===== src/hw/rtl/dbst_pkg.sv =====
// shared types, constants and helpers for the breakpoint slot table
`timescale 1ns / 1ps

package dbst_pkg;

  localparam int SLOTS      = 4;
  localparam int SLOT_IDX_W = $clog2(SLOTS);
  localparam int ADDR_WIDTH = 64;
  localparam logic [63:0] ADDR_MASK = {64{1'b1}} >> (64 - ADDR_WIDTH);

  localparam int RW_BASE  = 16;
  localparam int LEN_BASE = 18;
  localparam logic [1:0] RW_READ  = 2'd3;
  localparam logic [1:0] RW_WRITE = 2'd1;

  typedef struct packed {
    logic [63:0] watch_address;
    logic [3:0]  watch_size;
    logic        on_read;
  } in_t;

  typedef struct packed {
    logic [31:0] control_word;
    logic [63:0] slot0_address;
    logic [63:0] slot1_address;
    logic [63:0] slot2_address;
    logic [63:0] slot3_address;
  } out_t;

  typedef struct packed {
    logic [63:0] addr;
    logic [3:0]  size;
    logic        rd;
  } slot_t;

  typedef enum logic [1:0] {
    SOP_NONE,
    SOP_CLEAR,
    SOP_WRITE,
    SOP_EVICT
  } slot_op_t;

  typedef struct packed {
    slot_op_t                op;
    logic [SLOT_IDX_W-1:0]   tgt;
    slot_t                   entry;
  } slot_cmd_t;

  typedef struct packed {
    slot_cmd_t cmd;
    logic      report;
  } ctrl_stat_t;

  typedef enum logic [1:0] {
    ST_IDLE,
    ST_SCAN,
    ST_UPDATE,
    ST_REPORT
  } ctrl_state_t;

  function automatic logic [1:0] len_code(input logic [3:0] size);
    logic [1:0] code;
    case (size)
      4'd2:    code = 2'd1;
      4'd4:    code = 2'd3;
      4'd8:    code = 2'd2;
      default: code = 2'd0;
    endcase
    return code;
  endfunction

endpackage


===== src/hw/rtl/dbst_slots.sv =====
// slot register file with shift, write and evict operations and the dr7 view
`timescale 1ns / 1ps

module dbst_slots (
  input  logic                            clk,
  input  logic                            rst_n,
  input  dbst_pkg::slot_cmd_t             cmd,
  input  logic [dbst_pkg::SLOT_IDX_W-1:0] scan_idx,
  output logic [63:0]                     scan_addr,
  output dbst_pkg::out_t                  view
);

  dbst_pkg::slot_t slots_r   [dbst_pkg::SLOTS];
  dbst_pkg::slot_t slots_nxt [dbst_pkg::SLOTS];
  logic [31:0]     word;

  assign scan_addr = slots_r[scan_idx].addr;

  always_comb begin
    for (int k = 0; k < dbst_pkg::SLOTS; k++) begin
      slots_nxt[k] = slots_r[k];
    end
    case (cmd.op)
      dbst_pkg::SOP_CLEAR: begin
        // remove the target, close the gap, empty the last slot
        for (int k = 0; k < dbst_pkg::SLOTS - 1; k++) begin
          if (k >= int'(cmd.tgt)) begin
            slots_nxt[k] = slots_r[k + 1];
          end
        end
        slots_nxt[dbst_pkg::SLOTS - 1] = '0;
      end
      dbst_pkg::SOP_WRITE: begin
        slots_nxt[cmd.tgt] = cmd.entry;
      end
      dbst_pkg::SOP_EVICT: begin
        // oldest entry drops out, new one lands in the last slot
        for (int k = 0; k < dbst_pkg::SLOTS - 1; k++) begin
          slots_nxt[k] = slots_r[k + 1];
        end
        slots_nxt[dbst_pkg::SLOTS - 1] = cmd.entry;
      end
      default: begin
      end
    endcase
  end

  always_ff @(posedge clk) begin
    if (!rst_n) begin
      for (int k = 0; k < dbst_pkg::SLOTS; k++) begin
        slots_r[k] <= '0;
      end
    end else begin
      for (int k = 0; k < dbst_pkg::SLOTS; k++) begin
        slots_r[k] <= slots_nxt[k];
      end
    end
  end

  always_comb begin
    word = '0;
    for (int i = 0; i < dbst_pkg::SLOTS; i++) begin
      if (slots_r[i].addr != '0 && slots_r[i].size != '0) begin
        word[2*i] = 1'b1;
        word[dbst_pkg::RW_BASE + 4*i +: 2] =
          slots_r[i].rd ? dbst_pkg::RW_READ : dbst_pkg::RW_WRITE;
        word[dbst_pkg::LEN_BASE + 4*i +: 2] = dbst_pkg::len_code(slots_r[i].size);
      end
    end
  end

  assign view.control_word  = word;
  assign view.slot0_address = slots_r[0].addr;
  assign view.slot1_address = slots_r[1].addr;
  assign view.slot2_address = slots_r[2].addr;
  assign view.slot3_address = slots_r[3].addr;

endmodule


===== src/hw/rtl/dbst_ctrl.sv =====
// request sequencer: walks the slots through one shared address comparator
`timescale 1ns / 1ps

module dbst_ctrl (
  input  logic                            clk,
  input  logic                            rst_n,
  input  logic                            start,
  input  dbst_pkg::in_t                   req,
  input  logic [63:0]                     scan_addr,
  output logic [dbst_pkg::SLOT_IDX_W-1:0] scan_idx,
  output logic                            busy,
  output dbst_pkg::ctrl_stat_t            stat
);

  localparam logic [dbst_pkg::SLOT_IDX_W-1:0] LAST_IDX =
    dbst_pkg::SLOT_IDX_W'(dbst_pkg::SLOTS - 1);

  dbst_pkg::ctrl_state_t               state_r, state_nxt;
  logic [dbst_pkg::SLOT_IDX_W-1:0]     scan_idx_r, scan_idx_nxt;
  logic [dbst_pkg::SLOT_IDX_W-1:0]     tgt_r, tgt_nxt;
  logic                                found_r, found_nxt;
  dbst_pkg::slot_t                     req_r, req_nxt;
  logic                                clr_mode;
  logic                                addr_eq;
  logic                                slot_empty;
  logic                                hit;

  assign clr_mode   = (req_r.size == '0);
  // the one shared comparator
  assign addr_eq    = (scan_addr == req_r.addr);
  assign slot_empty = (scan_addr == '0);
  assign hit        = addr_eq || (!clr_mode && slot_empty);

  assign scan_idx = scan_idx_r;
  assign busy     = (state_r != dbst_pkg::ST_IDLE);

  always_ff @(posedge clk) begin
    if (!rst_n) begin
      state_r    <= dbst_pkg::ST_IDLE;
      scan_idx_r <= '0;
      tgt_r      <= '0;
      found_r    <= 1'b0;
    end else begin
      state_r    <= state_nxt;
      scan_idx_r <= scan_idx_nxt;
      tgt_r      <= tgt_nxt;
      found_r    <= found_nxt;
    end
  end

  always_ff @(posedge clk) begin
    req_r <= req_nxt;
  end

  always_comb begin
    state_nxt       = state_r;
    scan_idx_nxt    = scan_idx_r;
    tgt_nxt         = tgt_r;
    found_nxt       = found_r;
    req_nxt         = req_r;
    stat.cmd.op     = dbst_pkg::SOP_NONE;
    stat.cmd.tgt    = tgt_r;
    stat.cmd.entry  = req_r;
    stat.report     = 1'b0;
    case (state_r)
      dbst_pkg::ST_IDLE: begin
        if (start) begin
          req_nxt.addr = req.watch_address & dbst_pkg::ADDR_MASK;
          req_nxt.size = req.watch_size;
          req_nxt.rd   = req.on_read;
          scan_idx_nxt = '0;
          state_nxt    = dbst_pkg::ST_SCAN;
        end
      end
      dbst_pkg::ST_SCAN: begin
        if (hit) begin
          tgt_nxt   = scan_idx_r;
          found_nxt = 1'b1;
          state_nxt = dbst_pkg::ST_UPDATE;
        end else if (scan_idx_r == LAST_IDX) begin
          tgt_nxt   = LAST_IDX;
          found_nxt = 1'b0;
          state_nxt = dbst_pkg::ST_UPDATE;
        end else begin
          scan_idx_nxt = scan_idx_r + dbst_pkg::SLOT_IDX_W'(1);
        end
      end
      dbst_pkg::ST_UPDATE: begin
        if (clr_mode) begin
          stat.cmd.op = found_r ? dbst_pkg::SOP_CLEAR : dbst_pkg::SOP_NONE;
        end else begin
          stat.cmd.op = found_r ? dbst_pkg::SOP_WRITE : dbst_pkg::SOP_EVICT;
        end
        state_nxt = dbst_pkg::ST_REPORT;
      end
      dbst_pkg::ST_REPORT: begin
        stat.report = 1'b1;
        state_nxt   = dbst_pkg::ST_IDLE;
      end
      default: begin
        state_nxt = dbst_pkg::ST_IDLE;
      end
    endcase
  end

  a_accept_scan: assert property (@(posedge clk) disable iff (!rst_n)
    (start && !busy) |=> (state_r == dbst_pkg::ST_SCAN && scan_idx_r == '0))
    else $error("accepted request did not start scanning at slot 0");

  a_hit_target: assert property (@(posedge clk) disable iff (!rst_n)
    (state_r == dbst_pkg::ST_SCAN && hit)
      |=> (state_r == dbst_pkg::ST_UPDATE && found_r && tgt_r == $past(scan_idx_r)))
    else $error("scan hit not captured as update target");

  a_update_report: assert property (@(posedge clk) disable iff (!rst_n)
    (state_r == dbst_pkg::ST_UPDATE) |=> (state_r == dbst_pkg::ST_REPORT))
    else $error("update not followed by report");

  a_no_slot_op_while_scan: assert property (@(posedge clk) disable iff (!rst_n)
    (state_r != dbst_pkg::ST_UPDATE) |-> (stat.cmd.op == dbst_pkg::SOP_NONE))
    else $error("slot table changed outside the update step");

endmodule


===== src/hw/rtl/debug_breakpoint_slot_table_core.sv =====
// top level of the data breakpoint slot table with dr7 control word output
`timescale 1ns / 1ps

// A request is taken when start is high and busy is low. The sequencer then
// compares the request address against the slots one per cycle through a
// single shared comparator, stopping at the first hit, applies the slot
// update and captures the result in the following cycle. A request scans
// 1 to 4 slots. The result shows on out_data for exactly one cycle with
// out_valid high, starting the cycle busy falls; the receiver cannot stall
// it, and a new request may be started in that same cycle.
module debug_breakpoint_slot_table_core (
  input  logic           clk,
  input  logic           rst_n,
  input  logic           start,
  output logic           busy,
  input  dbst_pkg::in_t  in_data,
  output logic           out_valid,
  output dbst_pkg::out_t out_data
);

  logic [dbst_pkg::SLOT_IDX_W-1:0] scan_idx;
  logic [63:0]                     scan_addr;
  dbst_pkg::ctrl_stat_t            stat;
  dbst_pkg::out_t                  view;
  dbst_pkg::out_t                  out_data_r;
  logic                            out_valid_r;

  dbst_ctrl u_ctrl (
    .clk       (clk),
    .rst_n     (rst_n),
    .start     (start),
    .req       (in_data),
    .scan_addr (scan_addr),
    .scan_idx  (scan_idx),
    .busy      (busy),
    .stat      (stat)
  );

  dbst_slots u_slots (
    .clk       (clk),
    .rst_n     (rst_n),
    .cmd       (stat.cmd),
    .scan_idx  (scan_idx),
    .scan_addr (scan_addr),
    .view      (view)
  );

  always_ff @(posedge clk) begin
    if (!rst_n) begin
      out_valid_r <= 1'b0;
    end else begin
      out_valid_r <= stat.report;
    end
  end

  always_ff @(posedge clk) begin
    if (stat.report) begin
      out_data_r <= view;
    end
  end

  assign out_valid = out_valid_r;
  assign out_data  = out_data_r;

endmodule

===== config.mk =====
export PLATFORM = sky130hd
export DESIGN_NAME = debug_breakpoint_slot_table_core
export DESIGN_NICKNAME = d
export VERILOG_FILES = /design/src/hw/rtl/dbst_pkg.sv /design/src/hw/rtl/dbst_slots.sv /design/src/hw/rtl/dbst_ctrl.sv /design/src/hw/rtl/debug_breakpoint_slot_table_core.sv
export SDC_FILE = /design/constraint.sdc
export NUM_CORES = 1
export LEC_CHECK = 0
export BUFFER_PORTS_ARGS = -buffer_cell sky130_fd_sc_hd__buf_2
export CAP_MARGIN = 20
export CORE_MARGIN = 1.5
export CORE_UTILIZATION = 38
export CTS_CLUSTER_DIAMETER = 80
export DETAILED_ROUTE_END_ITERATION = 7
export SYNTH_ARGS = -nofsm -noshare
export SYNTH_HDL_FRONTEND = slang
export SYNTH_HIERARCHICAL = 1
export SYNTH_SLANG_ARGS = --single-unit
export TNS_END_PERCENT = 30

===== constraint.sdc =====
create_clock -name clk -period 8.99 [get_ports clk]
set_input_delay 0.4495 -clock clk [delete_from_list [all_inputs] [get_ports clk]]
set_output_delay 0.4495 -clock clk [all_outputs]
set_load 0.05 [all_outputs]

# Yosys cells after proc, flatten, opt, wreduce, memory -nomap -nowiden
# Memory sizes are Yosys's and may differ from the RTL's. A register that Yosys moved wholly into a read port is not among the register bits.
# Index checks and enable logic that the tools add are counted.
classes:
  n_lt_le_gt_ge: 5
  shift: 0
  eq_ne: 24
  add_sub_neg: 1
  bitwise_logic: 5
  muxes: 44
  mul: 0
  n_div: 0
  n_reduce_logical: 26
ops:
  columns: ["operator", "count"]
  rows:
  - ["276-bit case mux with 3 select lines", 1]
  - ["69-bit two-way mux", 8]
  - ["276-bit bitwise mux", 1]
  - ["64-bit nonzero test", 4]
  - ["69-bit demux with 2-bit select", 1]
  - ["64-bit == test", 1]
  - ["64-bit logical NOT", 1]
  - ["2-bit two-way mux", 16]
  - ["2-bit case mux with 3 select lines", 4]
  - ["4-bit by 2-bit == test with 1-bit output, second input constant", 4]
  - ["4-bit by 3-bit == test with 1-bit output, second input constant", 4]
  - ["4-bit == test, second input constant", 4]
  - ["4-bit nonzero test", 4]
  - ["1-bit two-way mux", 11]
  - ["2-bit == test, second input constant", 5]
  - ["2-bit case mux with 4 select lines", 1]
  - ["1-bit logical AND", 6]
  - ["2-bit inequality test, second input constant", 3]
  - ["2-bit AND reduction", 3]
  - ["2-bit nonzero test", 3]
  - ["2-bit by 1-bit == test with 1-bit output, second input constant", 2]
  - ["1-bit by 2-bit >= comparator with 1-bit output, first input constant", 2]
  - ["4-bit logical NOT", 1]
  - ["1-bit bitwise OR", 4]
  - ["11 further kinds", 11]
totals:
  n_memories: 1
  inputBits: 72
  rom_bits: 0
  regBits: 353
  ram_bits: 276
  out_inout_bits: 290
  latchBits: 0
memory_table:
  columns: ["memory", "words", "word_bits", "read_ports", "rd_ports_with_merged_regs", "wr", "line_no", "source"]
  rows:
  - ["u_slots.slots_r", 4, 69, 5, 1, 4, "dbst_slots.sv:13", "dbst_pkg::slot_t slots_r [dbst_pkg::SLOTS];"]

# Logic depth before layout (Yosys ltp)
logic_depth:
  word_depth: 8
  mapped_depth: 11

# Hierarchy
# The synthesis kept the hierarchy.
modules_own_cells:
  columns: ["module", "area_each_um2", "cells_each", "seq_area_each_um2", "n_inst"]
  rows:
  - ["dbst_slots", 16161.8, 1656, 5525.3, 1]
  - ["debug_breakpoint_slot_table_core", 8674.6, 290, 8668.3, 1]
  - ["dbst_ctrl", 3373.2, 227, 2212.1, 1]

# Worst setup path before layout
# OpenSTA, ideal clock, no wires.
synth_timing:
  path_type: "register -> register"
  from: "register u_ctrl.state_r[0]"
  to: "register out_data[0] (netlist name)"
  n_path_buf: 0
  setup_ps: 688
  required_time_ps: 8302
  t_arrival_ps: 7013
  stages_incl_launch_ff: 2
  path_slack_ps: 1289
  path_cell_list: "dfxtp_1 > ha_1"
synth_lines:
  columns: ["element", "line_no", "source"]
  rows:
  - ["start, declared", "dbst_ctrl.sv:18", "dbst_pkg::ctrl_state_t state_r, state_nxt;"]
  - ["start signal, assigned", "dbst_ctrl.sv:39", "state_r <= dbst_pkg::ST_IDLE;"]
  - ["start signal, assigned", "dbst_ctrl.sv:44", "state_r <= state_nxt;"]

==> flow_metrics.env <==
export IMPL_outcome="complete, no violations"
export IMPL_worst_pin_slew_ns=1.09
export IMPL_grt_pass1_wl_um=135000
export IMPL_routed_via_count=19600
export IMPL_vdd_drop_max_mv=0.243
export IMPL_ys_seq_area_share_pct=58.2
export IMPL_root_buffer="clkbuf_16"
export IMPL_yosys_area_top_type_share_pct=38.0
export IMPL_relSlewSlack_pct=26.3
export IMPL_start_kind="register"
export IMPL_via_per_inst=5.97
export IMPL_overflow=0
export IMPL_antenna_found_initial=3
export IMPL_area_delta_synth_final_pct=12.4
export IMPL_switchingPower_mw=3.20
export IMPL_grt_max_degree=134
export IMPL_synth_avg_cell_area_um2=13.0
export IMPL_clockBufferDepth=3
export IMPL_dieArea_um2=75900
export IMPL_drive_gt1_share_pct=25.5
export IMPL_async_flop_share_pct=0
export IMPL_period_needed_ns=4.05
export IMPL_swShare_pct=36.2
export IMPL_netlist_area_um2=28200
export IMPL_clk_pin_slew_ns=0.06
export IMPL_rsz0062_at_grt="no"
export IMPL_finalWirelength_um=95000
export IMPL_num_io_pins=362
export IMPL_initial_core_util_pct=38.5
export IMPL_whs_ns=0.0216
export IMPL_final_cell_mix="buf_2 (363), edfxtp_1 (357), dfxtp_1 (282), a22oi_1 (276), and2_1 (213)"
export IMPL_synth_edf_count=357
export IMPL_wl_met3_um=8170
export IMPL_grtUsageTotal_pct=24.4
export IMPL_worstSetupPathType="reg -> reg"
export IMPL_nets=2333
export IMPL_synth_main_ff_cell="edfxtp_1"
export IMPL_portBuffers=361
export IMPL_ant_nets=0
export IMPL_grt_pass1_vias=18700
export IMPL_cts_tree="built"
export IMPL_slew_violations=0
export IMPL_ys_top_cells_by_area="edfxtp_1 (38%), dfxtp_1 (20%), buf_4 (7.5%)"
export IMPL_hold_viol_final=0
export IMPL_tns_ns=0
export IMPL_yosysWarnings=6
export IMPL_drt_first_pass_iters=6
export IMPL_crit_path_end_kind="register"
export IMPL_yosysTopAreaCell="edfxtp_1"
export IMPL_seq_power_share_pct=41.3
export IMPL_rr_endpoint="u_slots/slots_r[3][4]"
export IMPL_slowest_stage="a21boi_4"
export IMPL_fmax_mhz=247
export IMPL_drc=0
export IMPL_hp_class="in -> reg"
export IMPL_clk_latency_ns=0.63
export IMPL_worstHoldStart="in_data[36]"
export IMPL_mostFrequentLayoutCell="buf_2"
export IMPL_worstPathArrival_ns=4.61
export IMPL_core_um2=73200
export IMPL_top_layer_used="met5"
export IMPL_p_clk_share_pct=33.7
export IMPL_holdPathEnd="u_ctrl/stat[37]"
export IMPL_internal_power_mw=5.64
export IMPL_final_setup_viol_count=0
export IMPL_max_stage_delay_ns=0.89
export IMPL_cts_made_buffers=70
export IMPL_reg2reg_from="u_ctrl/stat[5]"
export IMPL_drt_initial_drc_count=2418
export IMPL_power_density_nw_per_um2=279
export IMPL_max_cap_violations=0
export IMPL_syn_instance_count=2173
export IMPL_wl_per_cell_um=29.0
export IMPL_power_frac_comb_pct=25.0
export IMPL_fin_crit_sh_pct=45.1
export IMPL_wl_met1_um=38700
export IMPL_synth_cell_types=41
export IMPL_fin_skew_ns=0.0365
export IMPL_r2r_setup_slack_ns=4.94
export IMPL_dr_wl_met2_um=43800
export IMPL_hold_depth=1
export IMPL_post_cts_buffers=0
export IMPL_p_leak_nw=10.7
export IMPL_reg2reg_depth=9
export IMPL_h_tree_depth=3
export IMPL_worst_path_buf_inv=3
export IMPL_die_w_um=275
export IMPL_required_ns=9.54
export IMPL_critPathTopFamily="simple AND/OR/NAND/NOR gates"
export IMPL_rows=99
export IMPL_synth_seq_cells=641
export IMPL_cp_max_fo=62
export IMPL_clkSinkCount=641
export IMPL_ctsResizeCount=0
export IMPL_gp_congestion=0.959
export IMPL_dieHeight_um=275
export IMPL_post_dp_hpwl_um=64800
export IMPL_worstPathCellList="nor4_1 -> buf_2 -> xnor2_1 -> and2_4 -> inv_1 -> a21boi_4 -> buf_4 -> a22oi_1 -> nor2b_1"
## power groups by stage
stage	clock (mW)	sequential, mW	combinational [mW]
6_report	2.98	3.65	2.21
5_1_grt	3.14	3.67	2.28
4_1_cts	3.03	3.64	2.10
3_5_place_dp	0	3.70	2.09
3_3_place_gp	0	3.70	2.05
2_1_floorplan	0	3.97	1.11
## worst max path at each step
stage / from / endpoint / slack, ns / cells after the start
2_1_floorplan: u_ctrl/state_r[0] / out_data[0] / 1.29 / 1
3_3_place_gp: u_ctrl/stat[3] / u_slots/slots_r[3][21] / 4.64 / 8
3_5_place_dp: u_ctrl/stat[2] / u_slots/slots_r[3][4] / 4.42 / 8
4_1_cts: u_ctrl/stat[2] / u_slots/slots_r[3][4] / 4.41 / 8
5_1_grt: u_ctrl/stat[2] / u_slots/slots_r[3][55] / 4.74 / 9
6_report: u_ctrl/stat[5] / u_slots/slots_r[3][4] / 4.94 / 9
## Yosys cell counts, drive strengths merged (6+ instances only)
master,n
mux4,64
a22oi,276
buf,327
a21oi,9
nand2,6
dfxtp,284
and2,214
nor4,102
xnor2,73
nor2b,64
edfxtp,357
inv,7
o2bb2ai,208
nor2,13
clkbuf,97
nand4,35
## per-layer routing
metal | vias to the layer above | track usage [%]
met3 | 215 | 4.81
met5 | - | 0
met2 | 1152 | 37.9
li1 | 8255 | -
met4 | 2 | 11.3
met1 | 9936 | 32.8
## per-stage QoR
| step | cell area [µm²] | cells | total power, mW | setup WS [ns] | utilization, % |
|---|---|---|---|---|---|
| 3_3_place_gp | 28900 | 3105 | 5.75 | 4.64 | 39.5 |
| 4_1_cts | 31500 | 3265 | 8.77 | 4.41 | 43.1 |
| 5_1_grt | 31700 | 3273 | 9.08 | 4.74 | 43.3 |
| 2_1_floorplan | 28300 | 2184 | 5.08 | 1.29 | - |
| 6_report | 31700 | 3274 | 8.84 | 4.94 | 43.3 |
| 3_5_place_dp | 28900 | 3106 | 5.79 | 4.42 | 39.5 |
## worst reg2reg max path, stage by stage (launching register included)
cell	delay, ns
edfxtp_1	0.49
nor4_1	0.24
buf_2	0.23
xnor2_1	0.14
and2_4	0.75
inv_1	0.25
a21boi_4	0.89
buf_4	0.60
a22oi_1	0.21
nor2b_1	0.17
## cell families after synthesis
group / count (synthesis) / synth area share, %
xor+xnor: 73 / 2.27
buf+inv: 431 / 9.69
compound gates: 507 / 14.5
mux: 65 / 5.15
simple gates: 450 / 10.0
fa+ha+maj: 5 / 0.222
flops: 641 / 58.2
other cells: 1 / 0.0133
## sequential cells by signal (all words and copies together) (netlist names)
signal	flops
u_ctrl/scan_idx	2
out_data	288
u_ctrl/state_r	2
u_slots/slots_r	276
out_valid	1
u_ctrl/found_r	1
u_ctrl/tgt_r	2
u_ctrl/stat	69
## cell type report
class | instances | area, µm²
diodes | 1 | 2.50
well taps | 959 | 1200
fillers | 6625 | 41500
clock buffers | 95 | 1950
flip-flops and latches | 641 | 16400
repair buffers | 424 | 2460
inverters | 7 | 26.3
clock inverters | 35 | 418
multi-input cells | 1112 | 9250
## what timing repair did
item,4_1_cts,5_1_grt
hold buffers,29,0
endpoints found under the hold margin,29,0
endpoints found under the setup margin,0,0
Note: power is estimated with default switching activity, not from simulation.
